$ cat config.mk
export PLATFORM = sky130hd
export DESIGN_NAME = wifi_retry_backoff_tracker
export DESIGN_NICKNAME = d
export VERILOG_FILES = /design/src/wrb_pkg.sv /design/src/wifi_retry_backoff_tracker.sv /design/src/wrb_csr.sv /design/src/wrb_ctrl.sv /design/src/wrb_dpath.sv
export SDC_FILE = /design/constraint.sdc
export NUM_CORES = 1
export LEC_CHECK = 0
export ABC_AREA = 1
export BUFFER_PORTS_ARGS = -buffer_cell sky130_fd_sc_hd__buf_2
export CORE_UTILIZATION = 65
export CTS_CLUSTER_SIZE = 30
export DETAILED_ROUTE_END_ITERATION = 8
export PLACE_DENSITY_LB_ADDON = 0.05
export SETUP_SLACK_MARGIN = 0.02
export SYNTH_ARGS = -nofsm -noshare
export SYNTH_HDL_FRONTEND = slang
export SYNTH_SLANG_ARGS = --single-unit
$ cat constraint.sdc
create_clock -name clock -period 11.3 [get_ports clock]
set_input_delay 2.26 -clock clock [delete_from_list [all_inputs] [get_ports clock]]
set_output_delay 2.26 -clock clock [all_outputs]
set_load 0.05 [all_outputs]
$ cat src/wrb_pkg.sv
package wrb_pkg;

   // Input item action codes
   typedef enum logic [3:0] {
      ACT_CTS        = 4'd0,
      ACT_BLOCKACK   = 4'd1,
      ACT_ACK        = 4'd2,
      ACT_DATA_FAIL  = 4'd3,
      ACT_RTS_FAIL   = 4'd4,
      ACT_GROUP_SENT = 4'd5,
      ACT_QUERY_DATA = 4'd6,
      ACT_QUERY_RTS  = 4'd7,
      ACT_CLEAR_SLOT = 4'd8
   } action_type;

   // Register indexes (byte address = 4 * index)
   localparam logic [2:0] REG_SHORT_LIMIT = 3'd0;
   localparam logic [2:0] REG_LONG_LIMIT  = 3'd1;
   localparam logic [2:0] REG_WINDOW_MIN  = 3'd2;
   localparam logic [2:0] REG_WINDOW_MAX  = 3'd3;
   localparam logic [2:0] REG_LEN_THRESH  = 3'd4;

   localparam logic [7:0]  SHORT_LIMIT_RST = 8'd7;
   localparam logic [7:0]  LONG_LIMIT_RST  = 8'd4;
   localparam logic [14:0] WINDOW_MIN_RST  = 15'd15;
   localparam logic [14:0] WINDOW_MAX_RST  = 15'd1023;
   localparam logic [15:0] LEN_THRESH_RST  = 16'd2346;

   localparam int REQ_DATA_W = 24;
   localparam int RSP_DATA_W = 48;

   localparam logic [7:0] COUNT_MAX = 8'd255;

   typedef struct packed {
      logic [7:0]  short_limit;
      logic [7:0]  long_limit;
      logic [14:0] window_min;
      logic [14:0] window_max;
      logic [15:0] length_threshold;
   } cfg_type;

   // Controller to datapath commands
   typedef struct packed {
      logic load;   // capture the accepted request
      logic exec;   // apply the event and register the response
   } cmd_type;

   function automatic logic [7:0] sat_inc(input logic [7:0] value);
      sat_inc = (value == COUNT_MAX) ? COUNT_MAX : value + 8'd1;
   endfunction

endpackage

$ cat src/wifi_retry_backoff_tracker.sv
// 802.11 retry counter and contention window tracker.
// Request stream (req_*): one transfer per event - CTS, BlockAck, ACK, data
// failure, RTS failure, group sent, data/RTS limit query, slot clear.
// Response stream (rsp_*): exactly one transfer per request, carrying the
// window and station counts after the event, the relevant slot count, a
// limit flag and a missing-entry flag for queries.
// Register port (csr_*): retry limits, window bounds and the long-frame
// length threshold at byte addresses 0, 4, 8, 12, 16; zero wait states.
// Timing: a request is taken in the idle cycle, applied in the next cycle,
// and its response is valid from the cycle after that. The state sequencer
// handles one item at a time: the next request is taken only after the
// response of the last one has been accepted by the receiver.
// Reset (synchronous, active high) restores register defaults, clears the
// station counts and all slot entries, and sets the window to its minimum.
// When the receiver stalls the response holds and no new request is taken.
module wifi_retry_backoff_tracker #(
   parameter int FRAME_SLOTS = 16
) (
   input  logic        clock,
   input  logic        reset,
   // Request: [3:0] action, [7:4] frame_slot, [23:8] frame_length
   input  logic        req_tvalid,
   output logic        req_tready,
   input  logic [23:0] req_tdata,
   // Response: [14:0] window_now, [22:15] station_short_now,
   // [30:23] station_long_now, [38:31] frame_retries, [39] limit_reached,
   // [40] entry_missing, [47:41] zero
   output logic        rsp_tvalid,
   input  logic        rsp_tready,
   output logic [47:0] rsp_tdata,
   // Register port
   input  logic        csr_psel,
   input  logic        csr_penable,
   input  logic        csr_pwrite,
   input  logic [4:0]  csr_paddr,
   input  logic [31:0] csr_pwdata,
   output logic [31:0] csr_prdata,
   output logic        csr_pready
);

   wrb_pkg::cfg_type cfg;
   wrb_pkg::cmd_type cmd;

   // Configuration registers
   wrb_csr u_csr (
      .clock       (clock),
      .reset       (reset),
      .csr_psel    (csr_psel),
      .csr_penable (csr_penable),
      .csr_pwrite  (csr_pwrite),
      .csr_paddr   (csr_paddr),
      .csr_pwdata  (csr_pwdata),
      .csr_prdata  (csr_prdata),
      .csr_pready  (csr_pready),
      .cfg         (cfg)
   );

   // Sequencer: accept, apply, present
   wrb_ctrl u_ctrl (
      .clock      (clock),
      .reset      (reset),
      .req_tvalid (req_tvalid),
      .req_tready (req_tready),
      .rsp_tvalid (rsp_tvalid),
      .rsp_tready (rsp_tready),
      .cmd        (cmd)
   );

   // Counters, window, slot table and response register
   wrb_dpath #(
      .FRAME_SLOTS (FRAME_SLOTS)
   ) u_dpath (
      .clock     (clock),
      .reset     (reset),
      .cfg       (cfg),
      .cmd       (cmd),
      .req_tdata (req_tdata),
      .rsp_tdata (rsp_tdata)
   );

endmodule

$ cat src/wrb_csr.sv
module wrb_csr (
   input  logic             clock,
   input  logic             reset,
   input  logic             csr_psel,
   input  logic             csr_penable,
   input  logic             csr_pwrite,
   input  logic [4:0]       csr_paddr,
   input  logic [31:0]      csr_pwdata,
   output logic [31:0]      csr_prdata,
   output logic             csr_pready,
   output wrb_pkg::cfg_type cfg
);

   logic [7:0]  short_limit_ff;
   logic [7:0]  long_limit_ff;
   logic [14:0] window_min_ff;
   logic [14:0] window_max_ff;
   logic [15:0] len_thresh_ff;
   logic        wr_en;
   logic [2:0]  reg_idx;

   assign csr_pready = 1'b1;
   assign wr_en      = csr_psel & csr_penable & csr_pwrite;
   assign reg_idx    = csr_paddr[4:2];

   always_ff @(posedge clock) begin
      if (reset) begin
         short_limit_ff <= wrb_pkg::SHORT_LIMIT_RST;
         long_limit_ff  <= wrb_pkg::LONG_LIMIT_RST;
         window_min_ff  <= wrb_pkg::WINDOW_MIN_RST;
         window_max_ff  <= wrb_pkg::WINDOW_MAX_RST;
         len_thresh_ff  <= wrb_pkg::LEN_THRESH_RST;
      end else if (wr_en) begin
         unique case (reg_idx)
            wrb_pkg::REG_SHORT_LIMIT: short_limit_ff <= csr_pwdata[7:0];
            wrb_pkg::REG_LONG_LIMIT:  long_limit_ff  <= csr_pwdata[7:0];
            wrb_pkg::REG_WINDOW_MIN:  window_min_ff  <= csr_pwdata[14:0];
            wrb_pkg::REG_WINDOW_MAX:  window_max_ff  <= csr_pwdata[14:0];
            wrb_pkg::REG_LEN_THRESH:  len_thresh_ff  <= csr_pwdata[15:0];
            default: ;
         endcase
      end
   end

   always_comb begin
      unique case (reg_idx)
         wrb_pkg::REG_SHORT_LIMIT: csr_prdata = {24'd0, short_limit_ff};
         wrb_pkg::REG_LONG_LIMIT:  csr_prdata = {24'd0, long_limit_ff};
         wrb_pkg::REG_WINDOW_MIN:  csr_prdata = {17'd0, window_min_ff};
         wrb_pkg::REG_WINDOW_MAX:  csr_prdata = {17'd0, window_max_ff};
         wrb_pkg::REG_LEN_THRESH:  csr_prdata = {16'd0, len_thresh_ff};
         default:                  csr_prdata = 32'd0;
      endcase
   end

   assign cfg.short_limit      = short_limit_ff;
   assign cfg.long_limit       = long_limit_ff;
   assign cfg.window_min       = window_min_ff;
   assign cfg.window_max       = window_max_ff;
   assign cfg.length_threshold = len_thresh_ff;

endmodule

$ cat src/wrb_ctrl.sv
module wrb_ctrl (
   input  logic             clock,
   input  logic             reset,
   input  logic             req_tvalid,
   output logic             req_tready,
   output logic             rsp_tvalid,
   input  logic             rsp_tready,
   output wrb_pkg::cmd_type cmd
);

   typedef enum logic [2:0] {
      S_IDLE = 3'b001,
      S_EXEC = 3'b010,
      S_RESP = 3'b100
   } state_type;

   state_type state_ff;
   state_type state_in;

   always_comb begin
      state_in = state_ff;
      unique case (state_ff)
         S_IDLE: begin
            if (req_tvalid) state_in = S_EXEC;
         end
         S_EXEC: state_in = S_RESP;
         S_RESP: begin
            if (rsp_tready) state_in = S_IDLE;
         end
         default: state_in = S_IDLE;
      endcase
   end

   always_ff @(posedge clock) begin
      if (reset) begin
         state_ff <= S_IDLE;
      end else begin
         state_ff <= state_in;
      end
   end

   assign req_tready = (state_ff == S_IDLE);
   assign rsp_tvalid = (state_ff == S_RESP);
   assign cmd.load   = req_tready & req_tvalid;
   assign cmd.exec   = (state_ff == S_EXEC);

endmodule

$ cat src/wrb_dpath.sv
module wrb_dpath #(
   parameter int FRAME_SLOTS = 16
) (
   input  logic                             clock,
   input  logic                             reset,
   input  wrb_pkg::cfg_type                 cfg,
   input  wrb_pkg::cmd_type                 cmd,
   input  logic [wrb_pkg::REQ_DATA_W-1:0]   req_tdata,
   output logic [wrb_pkg::RSP_DATA_W-1:0]   rsp_tdata
);

   // Only sixteen slots are addressable by a 4-bit slot field
   localparam int SLOT_DEPTH = (FRAME_SLOTS < 16) ? FRAME_SLOTS : 16;
   localparam int SLOT_AW    = (SLOT_DEPTH > 1) ? $clog2(SLOT_DEPTH) : 1;
   localparam logic [8:0] SLOT_LIMIT = 9'(FRAME_SLOTS);

   // Captured request
   logic [3:0]  action_ff;
   logic [3:0]  slot_ff;
   logic [15:0] length_ff;

   // Retry state
   logic [14:0] window_ff,      window_in;
   logic [7:0]  sta_short_ff,   sta_short_in;
   logic [7:0]  sta_long_ff,    sta_long_in;
   logic [7:0]  short_cnt_ff [SLOT_DEPTH];
   logic [7:0]  long_cnt_ff  [SLOT_DEPTH];
   logic [SLOT_DEPTH-1:0] short_vld_ff, short_vld_in;
   logic [SLOT_DEPTH-1:0] long_vld_ff,  long_vld_in;
   logic [wrb_pkg::RSP_DATA_W-1:0] rsp_data_ff, rsp_data_in;

   // Slot counts read while the request is captured
   logic [7:0]  short_rd_ff;
   logic [7:0]  long_rd_ff;

   logic [SLOT_AW-1:0] req_idx;
   logic [SLOT_AW-1:0] idx;
   logic        in_range;
   logic        is_long;
   logic        rd_short_vld, rd_long_vld;
   logic [7:0]  new_short, new_long;
   logic        wr_short, wr_long;
   logic [7:0]  bumped;
   logic [7:0]  limit;
   logic [15:0] grown;
   logic [14:0] grown_cap;
   logic [7:0]  retries;
   logic        limit_hit;
   logic        missing;
   logic        use_long;

   assign req_idx   = req_tdata[4 +: SLOT_AW];
   assign idx       = slot_ff[SLOT_AW-1:0];
   assign in_range  = {5'd0, slot_ff} < SLOT_LIMIT;
   assign is_long   = length_ff >= cfg.length_threshold;
   assign rd_short_vld = in_range & short_vld_ff[idx];
   assign rd_long_vld  = in_range & long_vld_ff[idx];
   assign new_short = rd_short_vld ? wrb_pkg::sat_inc(short_rd_ff) : 8'd1;
   assign new_long  = rd_long_vld ? wrb_pkg::sat_inc(long_rd_ff) : 8'd1;
   assign grown     = {window_ff, 1'b1};
   assign grown_cap = (grown > {1'b0, cfg.window_max}) ? cfg.window_max : grown[14:0];
   assign use_long  = (action_ff == wrb_pkg::ACT_QUERY_DATA) & is_long;

   always_comb begin
      window_in    = window_ff;
      sta_short_in = sta_short_ff;
      sta_long_in  = sta_long_ff;
      short_vld_in = short_vld_ff;
      long_vld_in  = long_vld_ff;
      wr_short     = 1'b0;
      wr_long      = 1'b0;
      bumped       = 8'd0;
      limit        = cfg.short_limit;
      retries      = 8'd0;
      limit_hit    = 1'b0;
      missing      = 1'b0;
      case (action_ff) inside
         wrb_pkg::ACT_CTS, wrb_pkg::ACT_BLOCKACK: begin
            sta_short_in = 8'd0;
         end
         wrb_pkg::ACT_ACK: begin
            if (is_long) sta_long_in = 8'd0;
            else         sta_short_in = 8'd0;
            window_in = cfg.window_min;
         end
         wrb_pkg::ACT_DATA_FAIL, wrb_pkg::ACT_RTS_FAIL: begin
            if ((action_ff == wrb_pkg::ACT_DATA_FAIL) && is_long) begin
               bumped      = wrb_pkg::sat_inc(sta_long_ff);
               limit       = cfg.long_limit;
               sta_long_in = bumped;
               wr_long     = in_range;
               retries     = in_range ? new_long : 8'd0;
            end else begin
               bumped       = wrb_pkg::sat_inc(sta_short_ff);
               sta_short_in = bumped;
               wr_short     = in_range;
               retries      = in_range ? new_short : 8'd0;
            end
            // Limit hit resets the window, otherwise grow it
            window_in = (bumped == limit) ? cfg.window_min : grown_cap;
            limit_hit = in_range & (retries >= limit);
         end
         wrb_pkg::ACT_GROUP_SENT: begin
            sta_short_in = 8'd0;
            sta_long_in  = 8'd0;
         end
         wrb_pkg::ACT_QUERY_DATA, wrb_pkg::ACT_QUERY_RTS: begin
            if (use_long) begin
               missing   = ~rd_long_vld;
               retries   = rd_long_vld ? long_rd_ff : 8'd0;
               limit_hit = rd_long_vld & (long_rd_ff >= cfg.long_limit);
            end else begin
               missing   = ~rd_short_vld;
               retries   = rd_short_vld ? short_rd_ff : 8'd0;
               limit_hit = rd_short_vld & (short_rd_ff >= cfg.short_limit);
            end
         end
         wrb_pkg::ACT_CLEAR_SLOT: begin
            if (in_range) begin
               short_vld_in[idx] = 1'b0;
               long_vld_in[idx]  = 1'b0;
            end
         end
         default: ;
      endcase
      if (wr_short) short_vld_in[idx] = 1'b1;
      if (wr_long)  long_vld_in[idx]  = 1'b1;
      rsp_data_in = {7'd0, missing, limit_hit, retries, sta_long_in, sta_short_in, window_in};
   end

   always_ff @(posedge clock) begin
      if (cmd.load) begin
         action_ff   <= req_tdata[3:0];
         slot_ff     <= req_tdata[7:4];
         length_ff   <= req_tdata[23:8];
         short_rd_ff <= short_cnt_ff[req_idx];
         long_rd_ff  <= long_cnt_ff[req_idx];
      end
      if (cmd.exec) begin
         rsp_data_ff <= rsp_data_in;
         if (wr_short) short_cnt_ff[idx] <= new_short;
         if (wr_long)  long_cnt_ff[idx]  <= new_long;
      end
   end

   always_ff @(posedge clock) begin
      if (reset) begin
         window_ff    <= wrb_pkg::WINDOW_MIN_RST;
         sta_short_ff <= 8'd0;
         sta_long_ff  <= 8'd0;
         short_vld_ff <= '0;
         long_vld_ff  <= '0;
      end else if (cmd.exec) begin
         window_ff    <= window_in;
         sta_short_ff <= sta_short_in;
         sta_long_ff  <= sta_long_in;
         short_vld_ff <= short_vld_in;
         long_vld_ff  <= long_vld_in;
      end
   end

   assign rsp_tdata = rsp_data_ff;

endmodule

==> flow_summary.toml <==
[cells_and_area]
fillers = 2473
drive_gt1_share_pct = 10.19
fin_util_pct = 72.79
layout.cells.non_filler = 2814
fin_nets = 2453
multi_input_area_um2 = 7667
ff_latch_area_um2 = 12680
area_growth_syn_to_layout_pct = 10.34

[timing]
rsz0062_at_grt = "false"
fin_crit_sh_pct = 61.24
maxSlewHeadroom_pct = 18.37
worst-slew-pin-transition_ns = 1.224
finalHoldViolCount = 0
fin_worst_skew_ns = 0.01856
setup_viol_count_final = 0
slew_viol_final = 0
max_freq_ghz = 0.1445
finalSetupTns_ns = 0
period_minus_slack_ns = 6.920

[setup_path]
worstPathRequired_ns = 9.04
path_cells = "buf_2 > inv_1 > nor3_1 > clkinv_1 > o22ai_1 > a221oi_1 > o21ai_0 > buf_2"
setup.worst_path.end_class = "primary output"
cpPeakStageDelay_ns = 0.75
crit_buf_inv = 4
critPathArrivalTime_ns = 4.66
start_kind = "input port"
cp_common_cell = "buf_2"
crit_type = "input port to primary output"
r2r_slack_ns = 6.18
critPathSlowestCell = "nor3_1"
cp_max_fo = 10
crit_family = "buffers and inverters"

[clock_tree]
htreeDepth = 2
clockRootBuffer = "clkbuf_16"
cts_hold_buffers = 0
post_cts_buffers = 0
cts_buffer_depth = 3
clock-sinks = 465
insertion_delay_ns = 0.59
cts_tree = "done"
path_clk_slew_ns = 0.06
cts_resized = 0
cts_made_buffers = 47

[drt]
wl_per_cell_um = 18.65
dr.first_iter.drc_count = 1497
drtPass1Iterations = 8
num_vias = 16490
detail_route.wirelength_um = 52480
vias_per_cell = 5.858
ant_nets = 0
drc = 2

[floorplan]
ioPinCount = 151
rows = 67
die_width_um = 186.2
dieHeight_um = 186.2
core-area_um2 = 33450
start_util_pct = 65.96
die_area_um2 = 34690

[status]
violations = "DRC"
status = "finished with violations"

[grt]
grt_antenna_before_repair = 1
overflow = 0
grt_max_degree = 98
first_global_vias = 15550
grt_pass1_wl_um = 81080
gr-usage-all-layers_pct = 30.48

[power_and_ir_drop]
power_leakage_nw = 9.634
ir_worst_vdd_v = 0.0002010
power.density_nw_per_um2 = 152.8

[logic_synthesis]
synthCells = 2260
ys.flop_type = "edfxtp_1"
synth_cell_type_count = 55
synth.yosys.seq_area_share_pct = 57.48
async_reset_ff_share_pct = 0
ys_warn_count = 0
ys_ff_latch = 465
netlist.area_leader.share_pct = 45.87
synthesis.area_um2 = 22060
synth_area_leader_cell = "edfxtp_1"
ys_top_cells_by_area = "edfxtp_1 46%, dfxtp_1 12%, o21ai_0 6.0%"
synth_edf_count = 337
avgSynthCellArea_um2 = 9.763

[flow_run]
maxCapViolations = 0

[placed_design]
place_congestion = 1.002
dpl.cell_count = 2725
portBuffers = 108
post-dp-hpwl_um = 34830

[hold_path]
hp-class = "flop to flop"
[state kept, by name, summed over array words and instances (netlist names), 15 cells and up]
signal	cells
u_dpath.short_cnt_ff	128
u_csr.window_max_ff	15
u_csr.len_thresh_ff	16
u_dpath.short_vld_ff	16
u_dpath.window_ff	15
u_dpath.length_ff	16
u_csr.window_min_ff	15
u_dpath.rsp_tdata	41
u_dpath.long_cnt_ff	128
u_dpath.long_vld_ff	16
[per-stage QoR]
stage | worst slack [ns] | hold WS, ns | cell area [um2] | power (W)
floorplan | 4.833 | 0.4501 | 22150 | 0.002133
global placement | 4.451 | 0.4613 | 22790 | 0.002200
detailed placement | 4.457 | 0.4687 | 22790 | 0.002209
CTS | 4.453 | 0.4769 | 24340 | 0.003730
global route | 4.242 | 0.4967 | 24350 | 0.003832
finish | 4.380 | 0.4808 | 24350 | 0.003719
[synth_stat cells, drive strengths merged (7+ instances only)]
library cell  instances
o211ai               81
buf                  46
or2                   8
a32o                  7
edfxtp              337
dfxtp               128
nand2               296
a21oi               198
o221ai                9
nor2                154
inv                 314
ha                   58
nor3                 18
clkinv                7
a22oi                18
mux2i                64
clkbuf               84
o22ai                 8
nand3                92
o21ai               268
a211oi               16
[per-layer routing]
| metal | global-route usage (%) | up-vias | share of wire [%] |
|---|---|---|---|
| li1 | - | 7944 | - |
| met1 | 38.40 | 7846 | 41 |
| met2 | 52.85 | 586 | 50 |
| met3 | 4.225 | 109 | 6.2 |
| met4 | 12.82 | 0 | 3.0 |
| met5 | 0 | - | 0 |
[final timing paths]
check,from,endpoint,depth (start not counted)
min reg2reg,u_dpath.short_vld_ff[15],u_dpath.short_vld_ff[15],2
min,u_dpath.short_vld_ff[15],u_dpath.short_vld_ff[15],2
max reg2reg,u_dpath.idx[1],u_dpath.rsp_tdata[39],20
max,csr_paddr[2],csr_prdata[5],8
[layout by cell type, fill, tap and decap left out, types with 3 or more instances in the layout]
cell type  instances
a221oi_1           6
a22oi_1           18
clkbuf_16         50
a21boi_1           3
a21oi_2            4
clkinv_1          12
inv_2              9
a2111oi_2          4
inv_1            305
o22ai_1            8
o211ai_1          78
o21a_1             3
nor3_1            15
clkinv_2           6
nor2_4             3
nand2_1          292
clkbuf_1          12
mux2i_1           64
o21ai_0          262
conb_1            24
a211oi_1          15
nor2_1           150
nand2_4            3
ha_1              58
o221ai_1           9
a32o_1             7
o211ai_2           3
nand3_1           92
a31oi_1            3
clkbuf_8          10
nand4_1            5
edfxtp_1         337
or2_2              8
buf_2            107
o21ai_2            3
a21oi_1          194
dfxtp_1          128
xor2_1             6
buf_4             18
[cells by family (layout without fill, tap and decap cells)]
kind of cell / after synthesis / in the layout / synth area share [%]
compound gates: 634 / 634 / 16.74
xor+xnor: 8 / 8 / 0.3176
fa+ha+maj: 58 / 58 / 3.289
buf+inv: 451 / 534 / 8.274
flops: 465 / 465 / 57.48
mux: 64 / 64 / 2.903
other cells: 2 / 25 / 0.03404
simple gates: 578 / 578 / 10.96
[worst min-delay path, stage by stage (launching register included)]
cell and delay, ns:
dfxtp_1 0.31, o21ai_0 0.07, a21oi_1 0.06
[power breakdown]
part	switching, W	internal, W	total [W]
logic	0.000230	0.0000875	0.000318
clock network	0.000643	0.000898	0.00154
registers	0.0000184	0.00184	0.00186
total	0.000892	0.00283	0.00372
[final cells by class]
type,instances,share of cell area [%]
Antenna cell,1,0.01028
Clock buffer,72,5.890
Tap cell,448,2.302
Sequential cell,465,52.09
Timing Repair Buffer,126,2.801
Clock inverter,15,0.4625
Multi-Input combinational cell,1366,31.49
Inverter,321,4.949
(Power assumes the default switching activity.)
